`src/rtl/core/slc_pkg.sv`:
```
// ----------------------------------------------------------------------------
// slc_pkg
// Types and codes shared by the serial link connection controller.
// ----------------------------------------------------------------------------
`default_nettype none

package slc_pkg;

  // Event codes
  localparam logic [3:0] OP_ATTACH     = 4'd0;
  localparam logic [3:0] OP_DETACH     = 4'd1;
  localparam logic [3:0] OP_DATA       = 4'd2;
  localparam logic [3:0] OP_DISCOVERY  = 4'd3;
  localparam logic [3:0] OP_CONN_CONF  = 4'd4;
  localparam logic [3:0] OP_CONN_IND   = 4'd5;
  localparam logic [3:0] OP_DISCONNECT = 4'd6;
  localparam logic [3:0] OP_TICK       = 4'd7;
  localparam logic [3:0] OP_ANSWER     = 4'd8;

  // Command codes
  localparam logic [3:0] CMD_NONE        = 4'd0;
  localparam logic [3:0] CMD_DISCOVER    = 4'd1;
  localparam logic [3:0] CMD_QUERY_PARAM = 4'd2;
  localparam logic [3:0] CMD_QUERY_SEL   = 4'd3;
  localparam logic [3:0] CMD_QUERY_PRN   = 4'd4;
  localparam logic [3:0] CMD_CONNECT     = 4'd5;
  localparam logic [3:0] CMD_ACCEPT      = 4'd6;
  localparam logic [3:0] CMD_DISCONNECT  = 4'd7;
  localparam logic [3:0] CMD_FORWARD     = 4'd8;

  // Status codes
  localparam logic [1:0] STS_OK      = 2'd0;
  localparam logic [1:0] STS_BUSY    = 2'd1;
  localparam logic [1:0] STS_INVALID = 2'd2;

  // Initial parameter sets
  localparam logic [1:0] PRM_NONE  = 2'd0;
  localparam logic [1:0] PRM_3WIRE = 2'd1;
  localparam logic [1:0] PRM_9WIRE = 2'd2;

  // Service modes
  localparam logic [1:0] MODE_3WIRE_RAW = 2'd0;
  localparam logic [1:0] MODE_3WIRE     = 2'd1;

  // Directory answer kinds
  localparam logic [1:0] KIND_OCTETS  = 2'd0;
  localparam logic [1:0] KIND_INTEGER = 2'd1;

  // Invalid integer answer (-1 in nine bits)
  localparam logic [8:0] ANSWER_INVALID = 9'h1FF;

  // Configuration register indexes
  localparam logic [1:0] REG_SERVICE_MODE = 2'd0;
  localparam logic [1:0] REG_CTS_FLOW     = 2'd1;
  localparam logic [1:0] REG_WATCHDOG     = 2'd2;

  // Configuration reset values
  localparam logic [1:0]  SERVICE_MODE_RST = 2'd2;
  localparam logic [15:0] WATCHDOG_RST     = 16'd300;

  // Link state codes as reported
  localparam logic [2:0] LS_IDLE   = 3'd0;
  localparam logic [2:0] LS_SEARCH = 3'd1;
  localparam logic [2:0] LS_QPARAM = 3'd2;
  localparam logic [2:0] LS_QSEL   = 3'd3;
  localparam logic [2:0] LS_SETUP  = 3'd4;
  localparam logic [2:0] LS_READY  = 3'd5;

  typedef enum logic [5:0] {
    S_IDLE   = 6'b000001,
    S_SEARCH = 6'b000010,
    S_QPARAM = 6'b000100,
    S_QSEL   = 6'b001000,
    S_SETUP  = 6'b010000,
    S_READY  = 6'b100000
  } state_t;

  typedef struct packed {
    logic [1:0]  service_mode;
    logic        cts_flow;
    logic [15:0] watchdog_ticks;
  } cfg_t;

  typedef struct packed {
    logic [3:0]        op;
    logic [31:0]       peer_addr_in;
    logic [31:0]       local_addr_in;
    logic              answer_ok;
    logic [1:0]        answer_kind;
    logic signed [8:0] answer_value;
  } ev_t;

  typedef struct packed {
    logic [3:0]  command;
    logic [1:0]  status;
    logic [1:0]  param_set;
    logic        link_up;
    logic        carrier_drop;
    logic [2:0]  link_state;
    logic        tx_stopped;
    logic [31:0] peer_addr;
    logic [31:0] local_addr;
    logic [7:0]  remote_selector;
  } res_t;

  // Reported code of a one-hot state
  function automatic logic [2:0] state_code(input state_t s);
    logic [2:0] c;
    case (s)
      S_IDLE:   c = LS_IDLE;
      S_SEARCH: c = LS_SEARCH;
      S_QPARAM: c = LS_QPARAM;
      S_QSEL:   c = LS_QSEL;
      S_SETUP:  c = LS_SETUP;
      S_READY:  c = LS_READY;
      default:  c = LS_IDLE;
    endcase
    return c;
  endfunction

endpackage

`default_nettype wire

```
`src/rtl/core/slc_ev_if.sv`:
```
// ----------------------------------------------------------------------------
// slc_ev_if
// Event channel: valid/ready handshake with the event fields.
// ----------------------------------------------------------------------------
`default_nettype none

interface slc_ev_if;
  logic              valid;
  logic              ready;
  logic [3:0]        op;
  logic [31:0]       peer_addr_in;
  logic [31:0]       local_addr_in;
  logic              answer_ok;
  logic [1:0]        answer_kind;
  logic signed [8:0] answer_value;

  modport source (
    output valid, op, peer_addr_in, local_addr_in, answer_ok, answer_kind,
           answer_value,
    input  ready
  );
  modport sink (
    input  valid, op, peer_addr_in, local_addr_in, answer_ok, answer_kind,
           answer_value,
    output ready
  );
endinterface

`default_nettype wire

```
`src/rtl/core/slc_res_if.sv`:
```
// ----------------------------------------------------------------------------
// slc_res_if
// Result channel: valid/ready handshake with the result fields.
// ----------------------------------------------------------------------------
`default_nettype none

interface slc_res_if;
  logic        valid;
  logic        ready;
  logic [3:0]  command;
  logic [1:0]  status;
  logic [1:0]  param_set;
  logic        link_up;
  logic        carrier_drop;
  logic [2:0]  link_state;
  logic        tx_stopped;
  logic [31:0] peer_addr;
  logic [31:0] local_addr;
  logic [7:0]  remote_selector;

  modport source (
    output valid, command, status, param_set, link_up, carrier_drop, link_state,
           tx_stopped, peer_addr, local_addr, remote_selector,
    input  ready
  );
  modport sink (
    input  valid, command, status, param_set, link_up, carrier_drop, link_state,
           tx_stopped, peer_addr, local_addr, remote_selector,
    output ready
  );
endinterface

`default_nettype wire

```
`src/rtl/core/slc_cfg_if.sv`:
```
// ----------------------------------------------------------------------------
// slc_cfg_if
// Configuration write channel: register index and write data.
// ----------------------------------------------------------------------------
`default_nettype none

interface slc_cfg_if;
  logic        valid;
  logic        ready;
  logic [1:0]  index;
  logic [15:0] data;

  modport source (output valid, index, data, input ready);
  modport sink (input valid, index, data, output ready);
endinterface

`default_nettype wire

```
`src/rtl/core/slc_cfg.sv`:
```
// ----------------------------------------------------------------------------
// slc_cfg
// Configuration registers, written one transaction at a time.
// ----------------------------------------------------------------------------
`default_nettype none

module slc_cfg (
  input  wire logic   clk,
  input  wire logic   rst,
  slc_cfg_if.sink     cfg,
  output slc_pkg::cfg_t regs
);
  import slc_pkg::*;

  logic [1:0]  service_mode;
  logic        cts_flow;
  logic [15:0] watchdog_ticks;

  // Always able to take a write
  assign cfg.ready = 1'b1;

  // Register file; writes beyond the list are dropped
  always_ff @(posedge clk) begin
    if (rst) begin
      service_mode   <= SERVICE_MODE_RST;
      cts_flow       <= 1'b0;
      watchdog_ticks <= WATCHDOG_RST;
    end else if (cfg.valid) begin
      case (cfg.index)
        REG_SERVICE_MODE: service_mode   <= cfg.data[1:0];
        REG_CTS_FLOW:     cts_flow       <= cfg.data[0];
        REG_WATCHDOG:     watchdog_ticks <= cfg.data;
        default:          ;
      endcase
    end
  end

  assign regs = '{service_mode: service_mode, cts_flow: cts_flow,
                  watchdog_ticks: watchdog_ticks};

endmodule

`default_nettype wire

```
`src/rtl/core/slc_fsm.sv`:
```
// ----------------------------------------------------------------------------
// slc_fsm
// Connection state machine, watchdog and stored peer data. Works out the
// result of one event combinationally and commits the state on step.
// ----------------------------------------------------------------------------
`default_nettype none

module slc_fsm (
  input  wire logic          clk,
  input  wire logic          rst,
  input  wire logic          step,
  input  wire slc_pkg::ev_t  ev,
  input  wire slc_pkg::cfg_t regs,
  output slc_pkg::res_t      res
);
  import slc_pkg::*;

  state_t      state, state_next;
  logic        query_busy, query_busy_next;
  logic [31:0] stored_peer, stored_peer_next;
  logic [31:0] stored_local, stored_local_next;
  logic [7:0]  stored_selector, stored_selector_next;
  logic [15:0] timer_count, timer_count_next;
  logic        timer_running, timer_running_next;
  logic        hold_tx, hold_tx_next;

  logic [3:0]  cmd;
  logic [1:0]  sts;
  logic [1:0]  prm;
  logic        up;
  logic        drop;
  logic [15:0] wd_load;
  logic [1:0]  link_prm;
  logic        in_search;

  // Watchdog reload value; zero acts as one
  assign wd_load = (regs.watchdog_ticks == 16'd0) ? 16'd1 : regs.watchdog_ticks;

  // Parameter set sent at link up; mode three counts as nine-wire
  assign link_prm = (regs.service_mode == MODE_3WIRE_RAW) ? PRM_NONE :
                    (regs.service_mode == MODE_3WIRE) ? PRM_3WIRE : PRM_9WIRE;

  assign in_search = (state == S_SEARCH);

  // Next state and result of the event in hand
  always_comb begin
    state_next           = state;
    query_busy_next      = query_busy;
    stored_peer_next     = stored_peer;
    stored_local_next    = stored_local;
    stored_selector_next = stored_selector;
    timer_count_next     = timer_count;
    timer_running_next   = timer_running;
    hold_tx_next         = hold_tx;
    cmd  = CMD_NONE;
    sts  = STS_OK;
    prm  = PRM_NONE;
    up   = 1'b0;
    drop = 1'b0;

    case (ev.op)
      OP_ATTACH: begin
        if (state != S_READY) begin
          hold_tx_next = 1'b1;
          if (state == S_IDLE) begin
            timer_count_next   = wd_load;
            timer_running_next = 1'b1;
            state_next         = S_SEARCH;
            cmd                = CMD_DISCOVER;
          end else begin
            sts = STS_INVALID;
          end
        end
      end
      OP_DETACH: begin
        query_busy_next = 1'b0;
        if (state == S_SETUP || state == S_READY) cmd = CMD_DISCONNECT;
        state_next           = S_IDLE;
        stored_peer_next     = '0;
        stored_local_next    = '0;
        stored_selector_next = '0;
      end
      OP_DATA: begin
        if (state == S_READY) cmd = CMD_FORWARD;
        else                  sts = STS_INVALID;
      end
      OP_DISCOVERY: begin
        if (state != S_IDLE && !in_search) begin
          sts = STS_INVALID;
        end else begin
          stored_peer_next  = ev.peer_addr_in;
          stored_local_next = ev.local_addr_in;
          if (query_busy) begin
            sts = STS_BUSY;
          end else begin
            query_busy_next    = 1'b1;
            timer_count_next   = wd_load;
            timer_running_next = 1'b1;
            if (in_search && regs.service_mode == MODE_3WIRE_RAW) begin
              cmd        = CMD_QUERY_PRN;
              state_next = S_QSEL;
            end else begin
              cmd        = CMD_QUERY_PARAM;
              state_next = S_QPARAM;
            end
          end
        end
      end
      OP_CONN_CONF, OP_CONN_IND: begin
        if ((ev.op == OP_CONN_CONF && state != S_SETUP) || state == S_READY) begin
          sts = STS_INVALID;
        end else begin
          if (ev.op == OP_CONN_IND) cmd = CMD_ACCEPT;
          timer_running_next = 1'b0;
          state_next         = S_READY;
          prm                = link_prm;
          up                 = 1'b1;
          if (!regs.cts_flow) hold_tx_next = 1'b0;
        end
      end
      OP_DISCONNECT: begin
        if (state == S_READY) begin
          state_next         = S_SEARCH;
          timer_count_next   = wd_load;
          timer_running_next = 1'b1;
          drop               = 1'b1;
        end else begin
          sts = STS_INVALID;
        end
      end
      OP_TICK: begin
        if (timer_running) begin
          if (timer_count <= 16'd1) begin
            timer_count_next   = '0;
            timer_running_next = 1'b0;
            // Watchdog expiry
            case (state)
              S_IDLE: ;
              S_SEARCH: begin
                timer_count_next   = wd_load;
                timer_running_next = 1'b1;
                cmd                = CMD_DISCOVER;
              end
              S_QPARAM, S_QSEL, S_SETUP: begin
                state_next         = S_SEARCH;
                timer_count_next   = wd_load;
                timer_running_next = 1'b1;
              end
              default: sts = STS_INVALID;
            endcase
          end else begin
            timer_count_next = timer_count - 16'd1;
          end
        end
      end
      OP_ANSWER: begin
        query_busy_next = 1'b0;
        if (ev.answer_ok) begin
          if (ev.answer_kind == KIND_OCTETS) begin
            if (state != S_QPARAM) begin
              sts = STS_INVALID;
            end else begin
              query_busy_next    = 1'b1;
              cmd                = CMD_QUERY_SEL;
              timer_count_next   = wd_load;
              timer_running_next = 1'b1;
              state_next         = S_QSEL;
            end
          end else if (ev.answer_kind == KIND_INTEGER) begin
            if (ev.answer_value != ANSWER_INVALID)
              stored_selector_next = ev.answer_value[7:0];
            if (state != S_QSEL) begin
              sts = STS_INVALID;
            end else begin
              cmd                = CMD_CONNECT;
              timer_count_next   = wd_load;
              timer_running_next = 1'b1;
              state_next         = S_SETUP;
            end
          end
        end
      end
      default: sts = STS_INVALID;
    endcase
  end

  // Control state
  always_ff @(posedge clk) begin
    if (rst) begin
      state         <= S_IDLE;
      query_busy    <= 1'b0;
      timer_count   <= '0;
      timer_running <= 1'b0;
      hold_tx       <= 1'b1;
    end else if (step) begin
      state         <= state_next;
      query_busy    <= query_busy_next;
      timer_count   <= timer_count_next;
      timer_running <= timer_running_next;
      hold_tx       <= hold_tx_next;
    end
  end

  // Stored peer data (cleared at reset as it is reported)
  always_ff @(posedge clk) begin
    if (rst) begin
      stored_peer     <= '0;
      stored_local    <= '0;
      stored_selector <= '0;
    end else if (step) begin
      stored_peer     <= stored_peer_next;
      stored_local    <= stored_local_next;
      stored_selector <= stored_selector_next;
    end
  end

  assign res = '{command: cmd, status: sts, param_set: prm, link_up: up,
                 carrier_drop: drop, link_state: state_code(state_next),
                 tx_stopped: hold_tx_next, peer_addr: stored_peer_next,
                 local_addr: stored_local_next,
                 remote_selector: stored_selector_next};

endmodule

`default_nettype wire

```
`src/rtl/core/serial_link_connect_fsm_top.sv`:
```
// ----------------------------------------------------------------------------
// serial_link_connect_fsm_top
// Connection-setup controller for a virtual serial link over infrared.
// ----------------------------------------------------------------------------
// One event per cycle is taken on evt while res is not stalled, and each gives
// exactly one result on res: the event is captured in an input register, the
// state machine works it out combinationally and the result lands in an
// output register while the state is committed. The input register refills
// while a result waits, so a stalled sink costs at most one further event.
// Configuration writes on cfg are always accepted and should only be made
// while no event is in flight.
`default_nettype none

module serial_link_connect_fsm_top (
  input  wire logic clk,
  input  wire logic rst,
  slc_cfg_if.sink   cfg,
  slc_ev_if.sink    evt,
  slc_res_if.source res
);
  import slc_pkg::*;

  cfg_t regs;
  ev_t  ev_reg;
  logic ev_valid;
  res_t step_res;
  res_t res_reg;
  logic res_valid;
  logic step;

  slc_cfg u_cfg (
    .clk  (clk),
    .rst  (rst),
    .cfg  (cfg),
    .regs (regs)
  );

  // Work the held event when the result register is free or draining
  assign step      = ev_valid && (!res_valid || res.ready);
  assign evt.ready = !ev_valid || step;

  // Input register
  always_ff @(posedge clk) begin
    if (rst) begin
      ev_valid <= 1'b0;
    end else if (evt.ready) begin
      ev_valid <= evt.valid;
    end
  end

  always_ff @(posedge clk) begin
    if (evt.ready && evt.valid) begin
      ev_reg <= '{op: evt.op, peer_addr_in: evt.peer_addr_in,
                  local_addr_in: evt.local_addr_in, answer_ok: evt.answer_ok,
                  answer_kind: evt.answer_kind, answer_value: evt.answer_value};
    end
  end

  slc_fsm u_fsm (
    .clk  (clk),
    .rst  (rst),
    .step (step),
    .ev   (ev_reg),
    .regs (regs),
    .res  (step_res)
  );

  // Result register
  always_ff @(posedge clk) begin
    if (rst) begin
      res_valid <= 1'b0;
    end else if (step) begin
      res_valid <= 1'b1;
    end else if (res.ready) begin
      res_valid <= 1'b0;
    end
  end

  always_ff @(posedge clk) begin
    if (step) begin
      res_reg <= step_res;
    end
  end

  assign res.valid           = res_valid;
  assign res.command         = res_reg.command;
  assign res.status          = res_reg.status;
  assign res.param_set       = res_reg.param_set;
  assign res.link_up         = res_reg.link_up;
  assign res.carrier_drop    = res_reg.carrier_drop;
  assign res.link_state      = res_reg.link_state;
  assign res.tx_stopped      = res_reg.tx_stopped;
  assign res.peer_addr       = res_reg.peer_addr;
  assign res.local_addr      = res_reg.local_addr;
  assign res.remote_selector = res_reg.remote_selector;

endmodule

`default_nettype wire

```
`src/flat_wrapper.sv`:
```
// flat-port wrapper written by rule: the top's interface ports become plain ports
module serial_link_connect_fsm_top_flat import slc_pkg::*;
  (clk, rst, cfg_valid, cfg_index, cfg_data, cfg_ready, evt_valid, evt_op, evt_peer_addr_in, evt_local_addr_in, evt_answer_ok, evt_answer_kind, evt_answer_value, evt_ready, res_valid, res_command, res_status, res_param_set, res_link_up, res_carrier_drop, res_link_state, res_tx_stopped, res_peer_addr, res_local_addr, res_remote_selector, res_ready);
  slc_cfg_if cfg_i ();
  slc_ev_if evt_i ();
  slc_res_if res_i ();
  input  wire logic clk;
  input  wire logic rst;
  input wire logic [$bits(cfg_i.valid)-1:0] cfg_valid;
  input wire logic [$bits(cfg_i.index)-1:0] cfg_index;
  input wire logic [$bits(cfg_i.data)-1:0] cfg_data;
  output wire logic [$bits(cfg_i.ready)-1:0] cfg_ready;
  input wire logic [$bits(evt_i.valid)-1:0] evt_valid;
  input wire logic [$bits(evt_i.op)-1:0] evt_op;
  input wire logic [$bits(evt_i.peer_addr_in)-1:0] evt_peer_addr_in;
  input wire logic [$bits(evt_i.local_addr_in)-1:0] evt_local_addr_in;
  input wire logic [$bits(evt_i.answer_ok)-1:0] evt_answer_ok;
  input wire logic [$bits(evt_i.answer_kind)-1:0] evt_answer_kind;
  input wire logic [$bits(evt_i.answer_value)-1:0] evt_answer_value;
  output wire logic [$bits(evt_i.ready)-1:0] evt_ready;
  output wire logic [$bits(res_i.valid)-1:0] res_valid;
  output wire logic [$bits(res_i.command)-1:0] res_command;
  output wire logic [$bits(res_i.status)-1:0] res_status;
  output wire logic [$bits(res_i.param_set)-1:0] res_param_set;
  output wire logic [$bits(res_i.link_up)-1:0] res_link_up;
  output wire logic [$bits(res_i.carrier_drop)-1:0] res_carrier_drop;
  output wire logic [$bits(res_i.link_state)-1:0] res_link_state;
  output wire logic [$bits(res_i.tx_stopped)-1:0] res_tx_stopped;
  output wire logic [$bits(res_i.peer_addr)-1:0] res_peer_addr;
  output wire logic [$bits(res_i.local_addr)-1:0] res_local_addr;
  output wire logic [$bits(res_i.remote_selector)-1:0] res_remote_selector;
  input wire logic [$bits(res_i.ready)-1:0] res_ready;
  assign cfg_i.valid = cfg_valid;
  assign cfg_i.index = cfg_index;
  assign cfg_i.data = cfg_data;
  assign cfg_ready = cfg_i.ready;
  assign evt_i.valid = evt_valid;
  assign evt_i.op = evt_op;
  assign evt_i.peer_addr_in = evt_peer_addr_in;
  assign evt_i.local_addr_in = evt_local_addr_in;
  assign evt_i.answer_ok = evt_answer_ok;
  assign evt_i.answer_kind = evt_answer_kind;
  assign evt_i.answer_value = evt_answer_value;
  assign evt_ready = evt_i.ready;
  assign res_valid = res_i.valid;
  assign res_command = res_i.command;
  assign res_status = res_i.status;
  assign res_param_set = res_i.param_set;
  assign res_link_up = res_i.link_up;
  assign res_carrier_drop = res_i.carrier_drop;
  assign res_link_state = res_i.link_state;
  assign res_tx_stopped = res_i.tx_stopped;
  assign res_peer_addr = res_i.peer_addr;
  assign res_local_addr = res_i.local_addr;
  assign res_remote_selector = res_i.remote_selector;
  assign res_i.ready = res_ready;
  serial_link_connect_fsm_top u_core (.clk(clk), .rst(rst), .cfg(cfg_i), .evt(evt_i), .res(res_i));
endmodule
```
`config.mk`:
```
export PLATFORM = sky130hd
export DESIGN_NAME = serial_link_connect_fsm_top_flat
export DESIGN_NICKNAME = d
export VERILOG_FILES = /design/src/rtl/core/slc_pkg.sv /design/src/rtl/core/slc_ev_if.sv /design/src/rtl/core/slc_res_if.sv /design/src/rtl/core/slc_cfg_if.sv /design/src/rtl/core/slc_cfg.sv /design/src/rtl/core/slc_fsm.sv /design/src/rtl/core/serial_link_connect_fsm_top.sv /design/src/flat_wrapper.sv
export SDC_FILE = /design/constraint.sdc
export NUM_CORES = 1
export LEC_CHECK = 0
export BUFFER_PORTS_ARGS = -buffer_cell sky130_fd_sc_hd__buf_2
export CAP_MARGIN = 5
export CORE_MARGIN = 5
export CORE_UTILIZATION = 46
export CTS_CLUSTER_DIAMETER = 100
export DETAILED_ROUTE_END_ITERATION = 12
export GPL_ROUTABILITY_DRIVEN = 0
export PLACE_DENSITY = 0.69
export RECOVER_POWER = 50
export SETUP_SLACK_MARGIN = 0.2
export SLEW_MARGIN = 20
export SYNTH_ARGS = -nofsm -noshare
export SYNTH_HDL_FRONTEND = slang
export SYNTH_HIERARCHICAL = 1
export SYNTH_SLANG_ARGS = --single-unit
export TNS_END_PERCENT = 20
```
`constraint.sdc`:
```
create_clock -name clk -period 4.01 [get_ports clk]
set_input_delay 0.6015 -clock clk [delete_from_list [all_inputs] [get_ports clk]]
set_output_delay 0.6015 -clock clk [all_outputs]
set_load 0.05 [all_outputs]
```
======== Word-level counts from Yosys, hierarchy flattened ========
Index checks and enable logic that the tools add are counted.
cells by class
  $add $sub $neg .......................... 1
  multiplexer cells ....................... 103
  equal/unequal tests ..................... 40
  reduce and logical (&&, ||, !) cells .... 33
  bitwise logic cells ..................... 1
  $lt $le $gt $ge ......................... 1
operators with widths
  kind                     count
  $mux W16                 14
  $pmux W32 S2             2
  $mux W6                  14
  $pmux W16 S5             1
  $mux W32                 2
  $pmux W6 S7              1
  $mux W8                  4
  $mux W1                  31
  $mux W2                  15
  $pmux W4 S7              1
  $mux W3                  8
  $reduce_and A12 Y1       2
  $eq A4 B3 Y1 const B     4
  $le A16 B1 Y1 const B    1
  $logic_not A16 Y1        1
  $mux W4                  4
  $pmux W8 S2              1
  $sub A16 B1 Y16 const B  1
  $pmux W3 S5              1
  $ne A2 B2 Y1 const B     7
  $pmux W2 S7              1
  $eq A6 B2 Y1 const B     2
  $eq A6 B3 Y1 const B     2
  $eq A6 B4 Y1 const B     2
  35 further kinds         57
word-level totals
  output and inout bits ................... 89
  bits in registers ....................... 284
  input bits .............................. 103
  logic and storage cells ................. 208

======== Longest topological paths before layout ========
Gate-level depths: netlist of run 1.
  depth in word-level cells ............... 8
  mapped depth ............................ 11
  mapped depth without buffers ............ 9

======== Cells and area by module ========
The synthesis of run 1 kept the hierarchy.
by module, submodules not included
  module                       seq. area each (um^2)  times used  area each (um^2)  cells each
  slc_fsm                      1941.9                 1           5881.9            713
  serial_link_connect_fsm_top  5024.8                 1           5088.6            176
  slc_cfg                      380.4                  1           862.1             86

======== Least setup slack after synthesis of run 1 ========
No wires, ideal clock.
  path type ............................... input-to-reg
  start point ............................. in res_ready
  end point ............................... reg u_core.u_fsm.timer_count[11]
  required time ........................... 3.882 ns
  buffers on the path ..................... 2
  slack ................................... 0.489 ns
  stages on the path ...................... 9
  arrival ................................. 3.393 ns
  library setup time ...................... 0.128 ns
  cells stage by stage .................... nand2b_1 > and2_2 > inv_1 > a221o_1 > a2111o_1 > clkbuf_1 > clkbuf_1 > a22oi_1 > nor2_1
on the way
  word-level cells in the longest chain between the ends .. 3
ends and longest elaborated chain
  element                       RTL line                           source
  start, declared               flat_wrapper.sv:32                 input wire logic [$bits(res_i.ready)-1:0] res_ready;
  $logic_or A1 B1 Y1            serial_link_connect_fsm_top.sv:39  assign step = ev_valid && (!res_valid || res.ready);
  $logic_and A1 B1 Y1           serial_link_connect_fsm_top.sv:39
  net u_core.step               serial_link_connect_fsm_top.sv:29  logic step;
  $reduce_and A12 Y1 (no line)  --
  end signal, assigned          slc_fsm.sv:198                     timer_count <= timer_count_next;
  end, declared                 slc_fsm.sv:23                      logic [15:0] timer_count, timer_count_next;
The timed path passes the listed nets, and every way through them passes these cells.
A chain may end at the register's enable or synchronous reset.

======== Final worst setup path of run 1 ========
  start point ............................. reg u_core.u_fsm.state[4]
  end point ............................... reg u_core.u_fsm.timer_count[10]
on the way
  word-level cells in the longest chain between the ends .. 6
  elaborated cells between the ends (all ways) .. 24
  classes of those cells .................. eq/ne: 16; mux: 4; reduce/logical: 4
ends and longest elaborated chain
  element                               RTL line                       source
  start, declared                       slc_fsm.sv:18                  state_t state, state_next;
  start signal, assigned                slc_fsm.sv:196                 state <= state_next;
  $eq A6 B2 Y1 (tied with other cells)  slc_fsm.sv:43, slc_fsm.sv:137
  $reduce_or A4 Y1 (no line)            --
  $mux W16                              slc_fsm.sv:137                 case (state)
  $mux W16                              slc_fsm.sv:133                 if (timer_count <= 16'd1) begin
  $mux W16                              slc_fsm.sv:132                 if (timer_running) begin
  $pmux W16 S5                          slc_fsm.sv:61                  case (ev.op)
Parallel ways exist; a longest one is shown, timed or not. The select of a mux whose other input is x is not followed.

==> impl_metrics.yaml, run 1 <==
outcome:
  status: "complete, but fails checks"
  violations: "max-capacitance violations, max-slew violations"
grt:
  grt_pass1_wl_mm: 42.3
  grt_start_max_net_pins: 169
  grt_pass1_vias: 7856
  antenna_found_initial: 4
  grt_usage_pct: 17.9
  overflow: 0
layout:
  drive_above_1_share_pct: 16.3
  register_area_um2: 7350
  n_fill_cell: 2231
  area_growth_pct: 16.6
  postLayoutCellArea_um2: 13800
  largest_reg_flops: 80
  multiInputGateArea_um2: 4070
  fin_nets: 1246
cts:
  cts_sinks: 284
  cts_setup_buffers: 0
  clock_path_buffers: 3
  cts_hold_buf: 0
  clkSlewWorstSetupHoldPaths_ps: 60
  tritoncts: "built"
  post_cts_resized: 0
  cts-root-buf: "clkbuf_16"
  cts_buffers: 30
  cts_max_level: 1
  clk_latency_ps: 550
place:
  dpl_cell_area_um2: 13000
  port_buffers: 190
  dpl.hpwl_mm: 17.1
power_and_ir_drop:
  p_sw_share_pct: 24.1
  power_switching_w: 0.00158
  ir_drop_uv: 334
  pwr_density_cell_nw_per_um2: 475
  p_leak_nw: 5.14
  comb_power_share_pct: 8.7
  p_clk_share_pct: 41.4
  seqPwrFrac_pct: 49.8
  finalPower_w: 0.00656
  p_int_w: 0.00498
routing:
  wl_met1_mm: 11.5
  wl_met2_mm: 12.8
  wl_met3_mm: 1.73
  vias: 8131
  viasPerCell: 5.43
  ant_nets: 0
  routed_wl_mm: 26.9
  drt-initial-drc-count: 791
  wl_per_cell_um: 18.0
  drc: 0
  firstDrtPassIters: 8
  route.top_layer_used: "met5"
timing:
  hold_viol: 0
  tns_ps: 0
  rsz0062_at_grt: "false"
  clock_skew_ps: 12.8
  slew_headroom_pct: -76.4
  fmax_mhz: 289
  worst_pin_slew_ps: 2650
  drv_slew: 281
  post-route-period-util_pct: 86.2
  setup_viol: 0
  fin_crit_ps: 3460
die:
  die-area_um2: 29000
  die_w_um: 170
  start_util_pct: 46.9
  io_pins: 192
  rows: 58
  die_h_um: 170
  core_um2: 25300
min_path:
  min_path_type: "in2reg"
  hold_path_depth: 1
  min_to: "u_core/ev_reg[56]$_DFFE_PP_"
  min_from: "evt_peer_addr_in[12]"
logic_synthesis:
  ys_seq_area_share_pct: 62.1
  syn_area_um2: 11800
  syn_avg_cell_area_um2: 12.1
  yosys-top-cells-area: "edfxtp_1 42%, dfxtp_1 20%, mux2i_1 7.3%"
  synth-edff-count: 166
  yosysMostFrequentCell: "edfxtp_1"
  synth_nets: 1080
  ys_warn_count: 6
  synth_common_cells: "166 x edfxtp_1, 118 x dfxtp_1, 109 x nor2_1, 86 x mux2i_1"
  async_flop_share_pct: 0
  ys_ff_latch: 284
  synthDistinctLibCells: 82
  synth_top_flop_cell: "edfxtp_1"
  synth_top_area_share_pct: 42.1
  synth_cells: 975
  synth_top_area_cell: "edfxtp_1"
worst_setup_path:
  max_stage_delay_ps: 860
  r2r-end: "u_core/u_fsm/timer_count[10]$_SDFFE_PP0P_"
  worstReg2RegStart: "u_core/u_fsm/state[4]$_SDFFE_PP0P_"
  crit_start: "u_core/u_fsm/state[4]$_SDFFE_PP0P_"
  required_ps: 4440
  worstPathCellList: "nor4_4 -> nand3b_1 -> a221o_1 -> a2111o_1 -> nor2_1 -> nand2_1 -> a21oi_1"
  worstPathArrival_ps: 3890
  path_class: "reg2reg"
  crit_path_start_kind: "flip-flop"
  cp_max_fo: 22
  cp_slowest_cell: "nor2_1"
  r2r_slack_ps: 550
  endpoint_kind: "flip-flop"
  ff2ff_path_depth: 7
job:
  maxCapViolations: 3
[worst max path at each step]
stage | end | slack, ps
2_1_floorplan | u_core/u_fsm/timer_count[11]$_SDFFE_PP0P_ | 490
3_3_place_gp | u_core/u_fsm/timer_count[9]$_SDFFE_PP0P_ | 790
3_5_place_dp | u_core/u_fsm/timer_count[15]$_SDFFE_PP0P_ | 650
4_1_cts | u_core/u_fsm/timer_count[10]$_SDFFE_PP0P_ | 630
5_1_grt | u_core/u_fsm/timer_running$_SDFFE_PP0P_ | 180
6_report | u_core/u_fsm/timer_count[10]$_SDFFE_PP0P_ | 550
[power groups by stage]
stage / clock, W / combinational [W] / sequential (W)
after floorplan: 0 / 0.000309 / 0.00342
after global placement: 0 / 0.000573 / 0.00332
after detailed placement: 0 / 0.000579 / 0.00333
after CTS: 0.00280 / 0.000581 / 0.00326
after global routing: 0.00293 / 0.000617 / 0.00328
final: 0.00272 / 0.000571 / 0.00327
[area by class of cell]
cell class,count,area share (%)
well taps,330,2.99
multi-input cells,610,29.5
flip-flops and latches,284,53.2
repair buffers,203,6.74
clock buffers,41,6.33
clock inverters,15,0.843
inverters,12,0.326
diodes,2,0.0363
[worst max-delay path, delay by kind of cell (launching register included)]
family / cells / cell delay [ps]
AND/OR/NAND/NOR: 4 / 1550
AO/OA/AOI/OAI: 3 / 1250
flip-flops: 1 / 540
[kinds of logic (layout without fill, tap and decap cells)]
family	after synthesis	count (layout)	synth area share, %
multiplexers	89	89	7.56
flip-flops	284	284	62.1
buffers and inverters	81	271	3.50
adder cells (fa/ha/maj)	2	2	0.211
XOR/XNOR	10	10	0.740
AO/OA/AOI/OAI	195	195	12.3
other	1	3	0.0317
AND/OR/NAND/NOR	313	313	13.6
[metrics by stage]
| step | util (%) | cells | hold slack [ps] | worst slack, ps |
|---|---|---|---|---|
| final | 54.7 | 1497 | 226 | 553 |
| after global routing | 54.7 | 1497 | 201 | 181 |
| after CTS | 55.2 | 1495 | 194 | 625 |
| after detailed placement | 51.3 | 1439 | 471 | 652 |
| after global placement | 51.3 | 1439 | 466 | 788 |
| after floorplan | - | 975 | 448 | 489 |
[cell usage in the layout (no fill, tap or decap), drive strengths merged, types with 6 or more instances in the layout]
master	n
clkbuf	136
o21ai	39
nand2	65
nor2b	7
o211a	8
edfxtp	166
clkinv	11
dfxtp	118
a22o	64
nand2b	36
a211oi	7
or4	8
nor2	109
buf	108
a22oi	6
mux2i	86
or2	11
inv	12
nor4	14
nor3	19
nand3	11
a21oi	36
[layer usage]
metal  track usage [%]  up-vias
met5                 0        -
met4              6.42        4
met3              3.11       57
met2              28.8      295
met1              24.5     3841
li1                  -     3934
(Power assumes the default switching activity.)
==> run 2: changes to the inputs <==
--- a/config.mk
+++ b/config.mk
@@ -9,4 +9,6 @@
 export CAP_MARGIN = 5
+export CELL_PAD_IN_SITES_DETAIL_PLACEMENT = 0
+export CELL_PAD_IN_SITES_GLOBAL_PLACEMENT = 2
 export CORE_MARGIN = 5
-export CORE_UTILIZATION = 46
+export CORE_UTILIZATION = 38
 export CTS_CLUSTER_DIAMETER = 100
@@ -14,3 +16,3 @@
 export GPL_ROUTABILITY_DRIVEN = 0
-export PLACE_DENSITY = 0.69
+export PLACE_DENSITY = 0.82
 export RECOVER_POWER = 50
==> constraint.sdc (replaced) <==
create_clock -name clk -period 4.01 [get_ports clk]
set_input_delay 0.2005 -clock clk [delete_from_list [all_inputs] [get_ports clk]]
set_output_delay 0.2005 -clock clk [all_outputs]
set_load 0.05 [all_outputs]
==> impl_metrics.yaml, run 2 (same netlist as run 1, synthesis figures left out) <==
outcome:
  status: "complete, but fails checks"
  violations: "max-capacitance violations, max-slew violations"
place:
  dpl.hpwl_mm: 18.3
  dp.cells: 1507
  dpl_cell_area_um2: 13100
  port_buffers: 190
timing:
  rsz0062_at_grt: "false"
  tns_ps: 0
  fmax_mhz: 296
  clock_skew_ps: 10.7
  post-route-period-util_pct: 84.2
  hold_viol: 0
  setup_viol: 0
  worst_pin_slew_ps: 2950
  hold-worst-slack_ps: 180
  fin_crit_ps: 3370
  slew_headroom_pct: -96.9
  drv_slew: 90
cts:
  cts_setup_buffers: 0
  clk_latency_ps: 560
  clkSlewWorstSetupHoldPaths_ps: 60
  clock_path_buffers: 3
  cts-root-buf: "clkbuf_16"
  cts_hold_buf: 104
  tritoncts: "built"
  post_cts_resized: 0
  cts_max_level: 1
  cts_buffers: 31
  cts_sinks: 284
worst_setup_path:
  required_ps: 4210
  worstPathCellList: "nand3b_4 -> and2_0 -> buf_4"
  crit_family: "simple AND/OR/NAND/NOR gates"
  worstPathArrival_ps: 3580
  cp_slowest_cell: "and2_0"
  path_class: "reg2reg"
  cp_max_fo: 30
  crit_path_start_kind: "flip-flop"
  endpoint_kind: "flip-flop"
  max_stage_delay_ps: 1870
  cp_num_buf_inv: 1
  crit_start: "u_core/res.valid$_SDFFE_PP0P_"
  worstReg2RegStart: "u_core/res.valid$_SDFFE_PP0P_"
power_and_ir_drop:
  p_int_w: 0.00496
  ir_drop_uv: 322
  p_sw_share_pct: 24.6
  seqPwrFrac_pct: 49.6
  pwr_density_cell_nw_per_um2: 441
  power_switching_w: 0.00162
  comb_power_share_pct: 9.9
  p_clk_share_pct: 40.5
  p_leak_nw: 5.57
die:
  io_pins: 192
  start_util_pct: 38.6
  die_h_um: 186
  die_w_um: 186
  die-area_um2: 34800
  core_um2: 30700
  rows: 64
grt:
  use_met1_pct: 21.7
  overflow: 0
  use_met3_pct: 3.62
  grt_start_max_net_pins: 138
  antenna_found_initial: 2
  busiest_layer: "met2"
  grt_usage_pct: 16.1
  use_met2_pct: 26.3
  grt_pass1_wl_mm: 46.5
  grt_pass1_vias: 8490
layout:
  fin_cells: 1671
  largest_reg_flops: 80
  final_common_cell: "edfxtp_1"
  postLayoutCellArea_um2: 14900
  mostFrequentLayoutCells: "166 x edfxtp_1, 118 x dfxtp_1, 108 x clkbuf_1, 108 x nor2_1, 104 x dlygate4sd3_1"
  final_core_util_pct: 48.7
  fin_nets: 1353
  drive_above_1_share_pct: 14.2
  area_growth_pct: 26.1
routing:
  routed_wl_mm: 29.4
  drc: 0
  firstDrtPassIters: 5
  vias: 8521
  viasPerCell: 5.10
  wl_per_cell_um: 17.6
  drt-initial-drc-count: 500
  ant_nets: 0
min_path:
  min_from: "rst"
  min_path_type: "in2reg"
job:
  maxCapViolations: 2
-- run 2: cell count changes in the layout (fill, tap and decap cells not counted), moves of 2 or more --
cell,delta
buf_2,-12
clkbuf_1,+10
clkinv_1,+4
buf_4,+2
dlygate4sd3_1,+104
clkbuf_8,-4
clkinv_2,+2
clkbuf_2,+2
-- run 2: cell type report --
cell class / count / area [um^2]
tap: 396 / 495
timing repair buffer: 309 / 1990
multi-input combinational: 610 / 4080
fill: 2802 / 15700
clock inverter: 21 / 145
clock buffer: 37 / 818
antenna: 2 / 5.00
sequential: 284 / 7350
inverter: 12 / 45.0
-- run 2: metal layers --
metal	wire, um	up-vias
li1	-	4161
met1	12800	4047
met2	13900	262
met3	1910	51
met4	713	0
met5	0	-
-- run 2: power by group through the flow --
stage / Clock (W) / Sequential [W] / Combinational, W
floorplan: 0 / 0.00342 / 0.000309
global placement: 0 / 0.00332 / 0.000588
detailed placement: 0 / 0.00332 / 0.000591
CTS: 0.00275 / 0.00326 / 0.000669
global route: 0.00288 / 0.00328 / 0.000704
finish: 0.00267 / 0.00327 / 0.000653
-- run 2: worst reg2reg max path: cells and delay by family, from the launching register on --
kind                   cells  cell delay, ps
buffers and inverters      1             680
AND/OR/NAND/NOR            2            1980
flip-flops                 1             340
-- run 2: worst paths after layout --
| kind | to | slack, ps | cells past startpoint |
|---|---|---|---|
| max | u_core/ev_reg[31]$_DFFE_PP_ | 640 | 3 |
| min reg2reg | u_core/u_fsm/stored_local[19]$_SDFFE_PP0P_ | 490 | 2 |
| min | u_core/u_fsm/timer_count[11]$_SDFFE_PP0P_ | 180 | 2 |
| max reg2reg | u_core/ev_reg[31]$_DFFE_PP_ | 640 | 3 |
-- run 2: through the flow --
step	total power, W	worst slack, ps
floorplan	0.00373	532
global placement	0.00391	1030
detailed placement	0.00391	1000
CTS	0.00668	977
global route	0.00686	418
finish	0.00659	635
